**src/rtl/smbr_pkg.sv**
```systemverilog
// Shared types and constants for the bounded SplitMix64 random core.
`timescale 1ns / 1ps

package smbr_pkg;

    localparam logic [63:0] GOLDEN_GAMMA = 64'h9E37_79B9_7F4A_7C15;
    localparam logic [63:0] MIX_MUL_A    = 64'hBF58_476D_1CE4_E5B9;
    localparam logic [63:0] MIX_MUL_B    = 64'h94D0_49BB_1331_11EB;
    localparam int          MIX_SHIFT_A  = 30;
    localparam int          MIX_SHIFT_B  = 27;
    localparam int          MIX_SHIFT_C  = 31;
    localparam logic [63:0] SEED_RESET   = 64'd1;

    typedef enum logic {
        DIV_NEG_BOUND = 1'b0,
        DIV_DRAW      = 1'b1
    } div_sel_t;

    typedef enum logic {
        MUL_A = 1'b0,
        MUL_B = 1'b1
    } mul_sel_t;

    typedef enum logic [12:0] {
        ST_IDLE      = 13'b0000000000001,
        ST_CLASSIFY  = 13'b0000000000010,
        ST_THRESH    = 13'b0000000000100,
        ST_MIX_ADD   = 13'b0000000001000,
        ST_MULA      = 13'b0000000010000,
        ST_MULA_WAIT = 13'b0000000100000,
        ST_XOR27     = 13'b0000001000000,
        ST_MULB      = 13'b0000010000000,
        ST_MULB_WAIT = 13'b0000100000000,
        ST_XOR31     = 13'b0001000000000,
        ST_TEST      = 13'b0010000000000,
        ST_REM_WAIT  = 13'b0100000000000,
        ST_FINISH    = 13'b1000000000000
    } state_t;

    typedef struct packed {
        logic     load_bound;
        logic     div_start;
        div_sel_t div_sel;
        logic     thr_load;
        logic     gen_add;
        logic     mul_start;
        mul_sel_t mul_sel;
        logic     xor27;
        logic     xor31;
        logic     out_load;
    } dp_cmd_t;

    typedef struct packed {
        logic bound_small;
        logic div_busy;
        logic mul_busy;
        logic draw_ok;
    } dp_status_t;

endpackage

```
**src/rtl/smbr_datapath.sv**
```systemverilog
// Datapath: generator state, mixer with shared 32x32 multiplier, serial divider.
`timescale 1ns / 1ps

module smbr_datapath
    import smbr_pkg::*;
(
    input  logic        aclk,
    input  logic        aresetn,
    input  logic        cfg_wr_en,
    input  logic [63:0] cfg_wr_data,
    input  logic [63:0] bound_in,
    input  dp_cmd_t     cmd,
    output dp_status_t  status,
    output logic [63:0] value_out
);

    logic [63:0] gen_reg, gen_next;
    logic [63:0] bound_reg, bound_next;
    logic [63:0] thr_reg, thr_next;
    logic [63:0] z_reg, z_next;
    logic [63:0] out_reg, out_next;

    // Multiplier sequencer.
    logic [63:0] mul_k_reg, mul_k_next;
    logic [63:0] prod_reg, prod_next;
    logic [63:0] acc_reg, acc_next;
    logic [1:0]  mul_cnt_reg, mul_cnt_next;
    logic        mul_busy_reg, mul_busy_next;
    logic [31:0] mul_op_a, mul_op_b;

    // Restoring divider, remainder only.
    logic [63:0] q_reg, q_next;
    logic [63:0] rem_reg, rem_next;
    logic [5:0]  div_cnt_reg, div_cnt_next;
    logic        div_busy_reg, div_busy_next;
    logic [64:0] div_trial;
    logic [64:0] div_diff;

    assign div_trial = {rem_reg, q_reg[63]};
    assign div_diff  = div_trial - {1'b0, bound_reg};

    always_comb begin
        case (mul_cnt_reg)
            2'd0: begin
                mul_op_a = z_reg[31:0];
                mul_op_b = mul_k_reg[31:0];
            end
            2'd1: begin
                mul_op_a = z_reg[31:0];
                mul_op_b = mul_k_reg[63:32];
            end
            default: begin
                mul_op_a = z_reg[63:32];
                mul_op_b = mul_k_reg[31:0];
            end
        endcase
    end

    always_comb begin
        gen_next      = gen_reg;
        bound_next    = bound_reg;
        thr_next      = thr_reg;
        z_next        = z_reg;
        out_next      = out_reg;
        mul_k_next    = mul_k_reg;
        prod_next     = prod_reg;
        acc_next      = acc_reg;
        mul_cnt_next  = mul_cnt_reg;
        mul_busy_next = mul_busy_reg;
        q_next        = q_reg;
        rem_next      = rem_reg;
        div_cnt_next  = div_cnt_reg;
        div_busy_next = div_busy_reg;

        if (cfg_wr_en) begin
            gen_next = cfg_wr_data;
        end else if (cmd.gen_add) begin
            gen_next = gen_reg + GOLDEN_GAMMA;
        end

        if (cmd.load_bound) begin
            bound_next = bound_in;
        end
        if (cmd.thr_load) begin
            thr_next = rem_reg;
        end

        if (cmd.gen_add) begin
            z_next = (gen_reg + GOLDEN_GAMMA) ^ ((gen_reg + GOLDEN_GAMMA) >> MIX_SHIFT_A);
        end else if (cmd.xor27) begin
            z_next = z_reg ^ (z_reg >> MIX_SHIFT_B);
        end else if (cmd.xor31) begin
            z_next = z_reg ^ (z_reg >> MIX_SHIFT_C);
        end

        // Low 64 bits of z * k from three partial products; the high-high term
        // falls entirely above bit 63.
        if (cmd.mul_start) begin
            mul_k_next    = (cmd.mul_sel == MUL_B) ? MIX_MUL_B : MIX_MUL_A;
            mul_cnt_next  = 2'd0;
            mul_busy_next = 1'b1;
        end else if (mul_busy_reg) begin
            prod_next    = 64'(mul_op_a * mul_op_b);
            mul_cnt_next = mul_cnt_reg + 2'd1;
            case (mul_cnt_reg)
                2'd0: ;
                2'd1: acc_next = prod_reg;
                2'd2: acc_next = acc_reg + {prod_reg[31:0], 32'd0};
                default: begin
                    z_next        = acc_reg + {prod_reg[31:0], 32'd0};
                    mul_busy_next = 1'b0;
                end
            endcase
        end

        if (cmd.div_start) begin
            q_next        = (cmd.div_sel == DIV_DRAW) ? z_reg : (64'd0 - bound_reg);
            rem_next      = 64'd0;
            div_cnt_next  = 6'd0;
            div_busy_next = 1'b1;
        end else if (div_busy_reg) begin
            q_next       = {q_reg[62:0], 1'b0};
            rem_next     = div_diff[64] ? div_trial[63:0] : div_diff[63:0];
            div_cnt_next = div_cnt_reg + 6'd1;
            if (div_cnt_reg == 6'd63) begin
                div_busy_next = 1'b0;
            end
        end

        if (cmd.out_load) begin
            out_next = (bound_reg <= 64'd1) ? 64'd0 : rem_reg;
        end
    end

    always_ff @(posedge aclk) begin
        if (!aresetn) begin
            gen_reg      <= SEED_RESET;
            mul_busy_reg <= 1'b0;
            mul_cnt_reg  <= 2'd0;
            div_busy_reg <= 1'b0;
            div_cnt_reg  <= 6'd0;
        end else begin
            gen_reg      <= gen_next;
            mul_busy_reg <= mul_busy_next;
            mul_cnt_reg  <= mul_cnt_next;
            div_busy_reg <= div_busy_next;
            div_cnt_reg  <= div_cnt_next;
        end
    end

    always_ff @(posedge aclk) begin
        bound_reg <= bound_next;
        thr_reg   <= thr_next;
        z_reg     <= z_next;
        out_reg   <= out_next;
        mul_k_reg <= mul_k_next;
        prod_reg  <= prod_next;
        acc_reg   <= acc_next;
        q_reg     <= q_next;
        rem_reg   <= rem_next;
    end

    assign status.bound_small = (bound_reg <= 64'd1);
    assign status.div_busy    = div_busy_reg;
    assign status.mul_busy    = mul_busy_reg;
    assign status.draw_ok     = (z_reg >= thr_reg);
    assign value_out          = out_reg;

endmodule

```
**src/rtl/smbr_ctrl.sv**
```systemverilog
// Controller: request sequencing, rejection loop and output handshake.
`timescale 1ns / 1ps

module smbr_ctrl
    import smbr_pkg::*;
(
    input  logic       aclk,
    input  logic       aresetn,
    input  logic       s_tvalid,
    output logic       s_tready,
    output logic       m_tvalid,
    input  logic       m_tready,
    input  dp_status_t status,
    output dp_cmd_t    cmd
);

    state_t state_reg, state_next;
    logic   m_valid_reg, m_valid_next;
    logic   out_free;

    assign out_free = !m_valid_reg || m_tready;

    always_comb begin
        state_next = state_reg;
        cmd        = '0;
        case (state_reg)
            ST_IDLE: begin
                if (s_tvalid) begin
                    cmd.load_bound = 1'b1;
                    state_next     = ST_CLASSIFY;
                end
            end
            ST_CLASSIFY: begin
                if (status.bound_small) begin
                    state_next = ST_FINISH;
                end else begin
                    cmd.div_start = 1'b1;
                    cmd.div_sel   = DIV_NEG_BOUND;
                    state_next    = ST_THRESH;
                end
            end
            ST_THRESH: begin
                if (!status.div_busy) begin
                    cmd.thr_load = 1'b1;
                    state_next   = ST_MIX_ADD;
                end
            end
            ST_MIX_ADD: begin
                cmd.gen_add = 1'b1;
                state_next  = ST_MULA;
            end
            ST_MULA: begin
                cmd.mul_start = 1'b1;
                cmd.mul_sel   = MUL_A;
                state_next    = ST_MULA_WAIT;
            end
            ST_MULA_WAIT: begin
                if (!status.mul_busy) begin
                    state_next = ST_XOR27;
                end
            end
            ST_XOR27: begin
                cmd.xor27  = 1'b1;
                state_next = ST_MULB;
            end
            ST_MULB: begin
                cmd.mul_start = 1'b1;
                cmd.mul_sel   = MUL_B;
                state_next    = ST_MULB_WAIT;
            end
            ST_MULB_WAIT: begin
                if (!status.mul_busy) begin
                    state_next = ST_XOR31;
                end
            end
            ST_XOR31: begin
                cmd.xor31  = 1'b1;
                state_next = ST_TEST;
            end
            ST_TEST: begin
                // A draw below the threshold is thrown away and another is made.
                if (status.draw_ok) begin
                    cmd.div_start = 1'b1;
                    cmd.div_sel   = DIV_DRAW;
                    state_next    = ST_REM_WAIT;
                end else begin
                    state_next = ST_MIX_ADD;
                end
            end
            ST_REM_WAIT: begin
                if (!status.div_busy) begin
                    state_next = ST_FINISH;
                end
            end
            ST_FINISH: begin
                if (out_free) begin
                    cmd.out_load = 1'b1;
                    state_next   = ST_IDLE;
                end
            end
            default: begin
                state_next = ST_IDLE;
            end
        endcase
    end

    always_comb begin
        if (cmd.out_load) begin
            m_valid_next = 1'b1;
        end else if (m_tready) begin
            m_valid_next = 1'b0;
        end else begin
            m_valid_next = m_valid_reg;
        end
    end

    always_ff @(posedge aclk) begin
        if (!aresetn) begin
            state_reg   <= ST_IDLE;
            m_valid_reg <= 1'b0;
        end else begin
            state_reg   <= state_next;
            m_valid_reg <= m_valid_next;
        end
    end

    assign s_tready = (state_reg == ST_IDLE);
    assign m_tvalid = m_valid_reg;

endmodule

```
**src/rtl/splitmix64_bounded_random_core.sv**
```systemverilog
// Top level of the bounded SplitMix64 random core.
//
// Usage: each transfer on the s_ channel carries a 64-bit bound; the m_
// channel returns one value uniformly distributed in 0 .. bound-1, or 0
// when the bound is 0 or 1. Results come back in request order.
// The generator state resets to 1; a write on cfg_wr_en/cfg_wr_data loads
// the written seed into the generator state at that clock edge. Write the
// seed only while no request is in flight.
// Sequence: a bound of 0 or 1 returns without advancing the generator. Any
// other bound first computes the threshold remainder, then mixes each draw,
// then computes the final remainder, paced by the one-bit-per-cycle divider
// and the shared 32x32 multiplier. Each rejected draw adds another mix; at
// most half of draws are rejected.
// One request is worked on at a time; s_tready is high only when idle.
// The result waits in an output register while the receiver stalls, and
// the next request may be accepted and computed meanwhile; it then holds
// until the output register is free.
`timescale 1ns / 1ps

module splitmix64_bounded_random_core
    import smbr_pkg::*;
(
    input  logic        aclk,
    input  logic        aresetn,
    input  logic        cfg_wr_en,
    input  logic [63:0] cfg_wr_data,   // seed
    input  logic        s_tvalid,
    output logic        s_tready,
    input  logic [63:0] s_tdata,       // [63:0] bound
    output logic        m_tvalid,
    input  logic        m_tready,
    output logic [63:0] m_tdata        // [63:0] value
);

    dp_cmd_t    cmd;
    dp_status_t status;

    smbr_ctrl u_ctrl (
        .aclk     (aclk),
        .aresetn  (aresetn),
        .s_tvalid (s_tvalid),
        .s_tready (s_tready),
        .m_tvalid (m_tvalid),
        .m_tready (m_tready),
        .status   (status),
        .cmd      (cmd)
    );

    smbr_datapath u_datapath (
        .aclk        (aclk),
        .aresetn     (aresetn),
        .cfg_wr_en   (cfg_wr_en),
        .cfg_wr_data (cfg_wr_data),
        .bound_in    (s_tdata),
        .cmd         (cmd),
        .status      (status),
        .value_out   (m_tdata)
    );

    // The multiplier and divider never run at the same time.
    a_units_exclusive: assert property (@(posedge aclk) disable iff (!aresetn)
        !(status.div_busy && status.mul_busy))
        else $error("divider and multiplier busy together");

    // Nothing is in progress when a new request may be accepted.
    a_idle_quiet: assert property (@(posedge aclk) disable iff (!aresetn)
        s_tready |-> (!status.div_busy && !status.mul_busy))
        else $error("unit busy while accepting a request");

    // The result is loaded only after the final remainder has settled.
    a_out_after_div: assert property (@(posedge aclk) disable iff (!aresetn)
        cmd.out_load |-> (!status.div_busy && !cmd.div_start))
        else $error("output loaded while divider running");

    // A divide is started only while the divider is free.
    a_div_start_free: assert property (@(posedge aclk) disable iff (!aresetn)
        cmd.div_start |-> !status.div_busy)
        else $error("divider restarted while busy");

    // A loaded result is presented with m_tvalid in the cycle after the load.
    a_out_valid: assert property (@(posedge aclk) disable iff (!aresetn)
        cmd.out_load |=> m_tvalid)
        else $error("loaded result not presented");

endmodule
```
**config.mk**
```make
export PLATFORM = sky130hd
export DESIGN_NAME = splitmix64_bounded_random_core
export DESIGN_NICKNAME = d
export VERILOG_FILES = /design/src/rtl/smbr_pkg.sv /design/src/rtl/smbr_datapath.sv /design/src/rtl/smbr_ctrl.sv /design/src/rtl/splitmix64_bounded_random_core.sv
export SDC_FILE = /design/constraint.sdc
export NUM_CORES = 2
export LEC_CHECK = 0
export ABC_CLOCK_PERIOD_IN_PS = 9850
export BUFFER_PORTS_ARGS = -buffer_cell sky130_fd_sc_hd__buf_2
export CAP_MARGIN = 40
export CELL_PAD_IN_SITES_DETAIL_PLACEMENT = 2
export CELL_PAD_IN_SITES_GLOBAL_PLACEMENT = 2
export CORE_MARGIN = 5
export CORE_UTILIZATION = 38
export DETAILED_ROUTE_END_ITERATION = 10
export PLACE_DENSITY_LB_ADDON = 0.1
export SLEW_MARGIN = 20
export SYNTH_ARGS = -nofsm -noshare
export SYNTH_HDL_FRONTEND = slang
export SYNTH_SLANG_ARGS = --single-unit
```
**constraint.sdc**
```tcl
create_clock -name aclk -period 9.85 [get_ports aclk]
set_clock_uncertainty 0.1 [all_clocks]
set_input_delay 0 -clock aclk [delete_from_list [all_inputs] [get_ports aclk]]
set_output_delay 0 -clock aclk [all_outputs]
set_load 0.05 [all_outputs]
```
# ---- Word level (Yosys, flattened, before mapping)
# Cells that the tools add are included.
dict set report word_totals {
  reg_bits 664
  latchBits 0
  mem_bits_rw 0
  rom_bits 0
  inputBits 133
  mem_count 0
}
dict set report classes {
  n_addsub 6
  n_mul 1
  div 0
  magnitude_cmp 2
  n_eq_ne 22
  n_shift 0
  muxes 46
  bitwise_logic 5
  n_reduce_logical 14
}
# op count
set op_table {}
lappend op_table {{2-to-1 mux 64 bit} 12}
lappend op_table {{one-hot mux 13 bit (13 select lines)} 1}
lappend op_table {{one-hot mux 64 bit (2 select lines)} 1}
lappend op_table {{2-to-1 mux 13 bit} 7}
lappend op_table {{subtractor 65 x 64 -> 65 bit} 1}
lappend op_table {{adder 64 bit} 1}
lappend op_table {{adder 64 bit, second input constant} 1}
lappend op_table {{greater-or-equal comparator 64 bit} 1}
lappend op_table {{less-or-equal comparator 64 x 1 -> 1 bit, second input constant} 1}
lappend op_table {{multiplier 32 x 32 -> 64 bit} 1}
lappend op_table {{2-to-1 mux 32 bit} 2}
lappend op_table {{subtractor 1 x 64 -> 64 bit, first input constant} 1}
lappend op_table {{XOR 64 x 33 -> 64 bit} 1}
lappend op_table {{XOR 64 x 34 -> 64 bit} 1}
lappend op_table {{XOR 64 x 37 -> 64 bit} 1}
lappend op_table {{2-to-1 mux 62 bit} 1}
lappend op_table {{2-to-1 mux 1 bit} 17}
lappend op_table {{== test 13 x 1 -> 1 bit, second input constant} 1}
lappend op_table {{== test 13 x 10 -> 1 bit, second input constant} 1}
lappend op_table {{== test 13 x 11 -> 1 bit, second input constant} 1}
lappend op_table {{== test 13 x 12 -> 1 bit, second input constant} 1}
lappend op_table {{== test 13 bit, second input constant} 1}
lappend op_table {{== test 13 x 2 -> 1 bit, second input constant} 1}
lappend op_table {{== test 13 x 3 -> 1 bit, second input constant} 1}
lappend op_table {{26 further kinds} 38}

# ---- Logic depth before layout (Yosys ltp)
dict set report logic_depth {
  word_depth 8
  depth_mapped 36
  ltp_nobuf 33
}

# ---- Hierarchy
# A second synthesis with hierarchy kept.
dict set report hier_totals {
  hier_cells 6814
  hier_area_um2 64216.6
}
# module n_inst cells_each area_each_um2 seq_area_each_um2
set modules_own_cells {}
lappend modules_own_cells {smbr_datapath 1 6692 63223.1 15635.0}
lappend modules_own_cells {smbr_ctrl 1 122 993.5 280.3}

# ---- Worst setup path before layout
# OpenSTA, ideal clock, no wires.
dict set report synth_timing {
  path_kind {register -> register}
  start {register u_datapath.mul_cnt_reg[1]}
  end {register u_datapath.prod_reg[48] (data pin)}
  setup_ns 0.265
  t_arrival_ns 9.567
  t_required_ns 9.485
  slack_ns -0.082
  stages_incl_launch_ff 35
  n_path_buf 4
  synth_period_minus_slack_ns 9.932
  cell_sequence {dfxtp_1 clkbuf_1 inv_1 ha_1 clkbuf_1 nor2_1 clkbuf_1 mux2i_1 nor2_1 nor2_1 inv_1 fa_1 fa_1 inv_1 fa_1 fa_1 inv_1 fa_1 fa_1 fa_1 inv_1 fa_1 inv_1 ha_1 clkbuf_1 nand4_1 or2_2 o22ai_1 or3_1 o21ai_0 o211ai_1 a41o_1 o2111ai_1 a41oi_1 xor2_1}
}
dict set report synth_via {
  elab_chain_len 4
  word_cells_on_any_way 6
  cone_classes {1 x mul; 1 x eq/ne; 2 x mux; 2 x reduce/logical}
}
# item line_no
set synth_rtl {}
lappend synth_rtl {{start, declared} smbr_datapath.sv:27} ;# logic [1:0] mul_cnt_reg, mul_cnt_next;
lappend synth_rtl {{start signal, assigned} smbr_datapath.sv:145} ;# mul_cnt_reg <= mul_cnt_next;
lappend synth_rtl {{== test 2 x 1 -> 1 bit or zero test 2 bit (tied branches)} smbr_datapath.sv:43} ;# case (mul_cnt_reg)
lappend synth_rtl {{OR reduction 2 bit (no line)} n/a}
lappend synth_rtl {{2-to-1 mux 32 bit} smbr_datapath.sv:43}
lappend synth_rtl {{multiplier 32 x 32 -> 64 bit *} smbr_datapath.sv:103} ;# prod_next = 64'(mul_op_a * mul_op_b);
lappend synth_rtl {{end signal, assigned} smbr_datapath.sv:157} ;# prod_reg <= prod_next;
lappend synth_rtl {{end, declared} smbr_datapath.sv:25} ;# logic [63:0] prod_reg, prod_next;
# Mark *: on every way between the ends. The rest lies on a longest branch, timed or not.
# A chain may end at the register's enable or synchronous reset.

# ---- Final worst setup path
dict set report layout_timing {
  start {register u_datapath.mul_cnt_reg[0]}
  end {register u_datapath.prod_reg[48] (data pin)}
}
# Same word-level chain as after synthesis.

==> impl_metrics.csv <==
group,metric,value,unit
sta,hold_slack,58.4,ps
global_route,globalRouteTotalUtil,32.6,%
logic_synthesis,yosysSeqAreaShare,24.8,%
routing,final_antenna_net_count,0,
setup_path,arrival,9920,ps
flow_run,drv_cap,0,
routing,drcViolationCount,0,
final_layout,utilization,44.1,%
pwr,p_sw,3710,uW
final_layout,drive_gt1_share,10.3,%
logic_synthesis,synth_edf_count,386,
logic_synthesis,syn_area,64200,sq um
pwr,peakVddDrop,0.000171,V
final_layout,finalNonFillerCells,9512,
logic_synthesis,ys_warn_count,0,
sta,finalHoldViolCount,0,
clock_tree,cts-buffers-inserted,67,
sta,worst_pin_slew,954,ps
pwr,powerDensity,128,nW/um^2
logic_synthesis,netlist.area_leader.share,24.9,%
die,core_area,168000,sq um
placed_design,place_ws,-382,ps
setup_path,cpMostUsedCell,"fa_1",
die,pin_count,199,
die,floorplan.die_area,177000,sq um
setup_path,cp_num_buf_inv,7,
pwr,p_sw_share,39.1,%
routing,wl_met2,147000,um
logic_synthesis,syn-num-nets,8185,
sta,fin_ws,211,ps
logic_synthesis,yosysTopAreaCell,"fa_1",
setup_path,critical_path_class,"reg -> reg",
global_route,gr-total-overflow,0,
routing,routedWlPerCell,31.1,um
outcome,run_status,"complete, no violations",
setup_path,crit_fanout,8,
sta,fin_setup_tns,0,ps
sta,fmaxAchievable,0.104,GHz
sta,slew_headroom,35.6,%
pwr,p_clk_share,27.3,%
logic_synthesis,ys.flop_type,"edfxtp_1",
die,initial_core_util,38.3,%
pwr,p_int,5780,uW
clock_tree,clock_latency,650,ps
routing,drt_first_pass_iters,5,
hold_path,hp-class,"in -> reg",
final_layout,num-fill-cells,17900,
die,rows,150,
global_route,grt_max_degree,70,
global_route,grt_antenna_before_repair,19,
placed_design,gp_congestion,0.994,
setup_path,cp-end-kind,"flop",
routing,wl,296000,um
clock_tree,cts_tree,"done",
setup_path,critPathLaunchType,"flop",
logic_synthesis,synth_common_cells,"inv_1 (1118), fa_1 (800), nand2_1 (581), ha_1 (523), nor2_1 (482)",
logic_synthesis,postSynthAreaPerCell,9.54,sq um
die,die_x,421,um
final_layout,final_nets,8708,
setup_path,required,10130,ps
clock_tree,clockBufferDepth,3,
routing,vias,53200,
clock_tree,clockRootBuffer,"clkbuf_16",
setup_path,cpLargestDelayFamily,"adder cells",
placed_design,io_buffers,198,
logic_synthesis,synth-seq-cells,602,
logic_synthesis,yosys-top-cells-area,"fa_1 (25%), edfxtp_1 (18%), ha_1 (10%)",
pwr,comb_power_share,37.7,%
global_route,grt_pass1_vias,60000,
sta,drv_slew,0,
clock_tree,cts.htree.levels,3,
routing,wl_met1,121000,um
logic_synthesis,async_flop_share,0,%
routing,top_layer_used,"met5",
logic_synthesis,synth.most_common_cell,"inv_1",
sta,rsz0062_at_grt,"no",
clock_tree,clk_pin_slew,70,ps
pwr,p_leak,0.0360,uW
final_layout,syn_to_final_growth,15.1,%
global_route,grt_pass1_wl,426000,um
sta,setup_viol,0,
placed_design,dp.cells,9150,
die,die_h,421,um
routing,met3_length,12600,um
setup_path,critPathSlowestCell,"fa_1",
sta,period_share,97.9,%
sta,fin_crit,9640,ps
pwr,seq_power_share,35.0,%
logic_synthesis,yosysUniqueCellTypes,105,
routing,viasPerCell,5.60,
placed_design,dp_hpwl,243000,um
setup_path,slowest_delay,560,ps
logic_synthesis,synth_cells,6729,
routing,drt_iter0_drc,3530,
clock_tree,cts.sinks,602,
## cell usage in the layout, fill, tap and decap left out, types with 53 or more instances in the layout
master         instances
inv_1               1115
fa_1                 799
nand2_1              579
ha_1                 517
nor2_1               477
edfxtp_1             386
a21oi_1              340
buf_4                261
xnor2_1              255
o21ai_0              251
dlygate4sd3_1        229
dfxtp_1              214
buf_2                205
a21o_1               133
xor2_1               132
nor2b_1              117
nor3_1                95
a22oi_1               91
nand3_1               79
and2_1                71
mux2i_1               70
clkbuf_16             70
nand4_1               58
mux2_2                54
or3_1                 53
## worst reg2reg max path, delay by kind of cell (launching register included)
kind | cells | cell delay, ps
multiplexers | 1 | 420
flip-flops | 1 | 380
buffers and inverters | 7 | 920
AO/OA/AOI/OAI | 6 | 1630
XOR/XNOR | 1 | 90
adder cells (fa/ha/maj) | 10 | 4430
AND/OR/NAND/NOR | 5 | 1380
## what timing repair did
action / CTS / global route
resized for setup: 5 / 16
hold buffers: 229 / 0
pin swaps: 1 / 3
buffers inserted: 0 / 1
setup endpoints to repair: 12 / 18
endpoints found under the hold margin: 169 / 0
## layout make-up
class / count / area, sq um / share of cell area (%)
Sequential cell: 602 / 15900 / 21.6
Inverter: 1123 / 4220 / 5.72
Antenna cell: 4 / 10.0 / 0.0135
Clock inverter: 26 / 246 / 0.334
Timing Repair Buffer: 713 / 5660 / 7.66
Tap cell: 2204 / 2760 / 3.73
Multi-Input combinational cell: 4745 / 43200 / 58.4
Clock buffer: 95 / 1910 / 2.58
## per-stage QoR
stage               instance area (sq um)  power (uW)
detailed placement                  69200        6780
finish                              73900        9490
global route                        73900        9960
floorplan                           64200        5520
global placement                    69000        6660
CTS                                 73700        9480
## worst paths after layout
kind	slack (ps)	start	to	cells past startpoint
max reg2reg	210	u_datapath.mul_cnt_reg[0]	u_datapath.prod_reg[48]	30
min	60	s_tdata[52]	u_datapath.bound_reg[52]	2
max	210	u_datapath.mul_cnt_reg[0]	u_datapath.prod_reg[48]	30
min reg2reg	360	u_datapath.acc_reg[6]	u_datapath.z_reg[6]	2
## routing by layer
| metal | track usage [%] | up-vias |
|---|---|---|
| met5 | 0 | - |
| met3 | 3.46 | 490 |
| met4 | 14.1 | 10 |
| met1 | 40.5 | 28100 |
| met2 | 57.6 | 1397 |
| li1 | - | 23200 |
## power groups by stage
stage          combinational [uW]  sequential, uW  clock (uW)
6_report                     3580            3320        2590
5_1_grt                      3880            3340        2730
4_1_cts                      3530            3310        2630
3_5_place_dp                 3420            3360           0
3_3_place_gp                 3300            3360           0
2_1_floorplan                2350            3170           0
## cell families after synthesis
| logic type | Yosys count | synth area share [%] |
|---|---|---|
| compound gates | 1153 | 11.5 |
| mux | 128 | 2.10 |
| fa+ha+maj | 1323 | 35.1 |
| simple gates | 1752 | 12.9 |
| buf+inv | 1382 | 8.25 |
| xor+xnor | 389 | 5.34 |
| flops | 602 | 24.8 |
No activity file was read; power rests on OpenSTA's default activity.
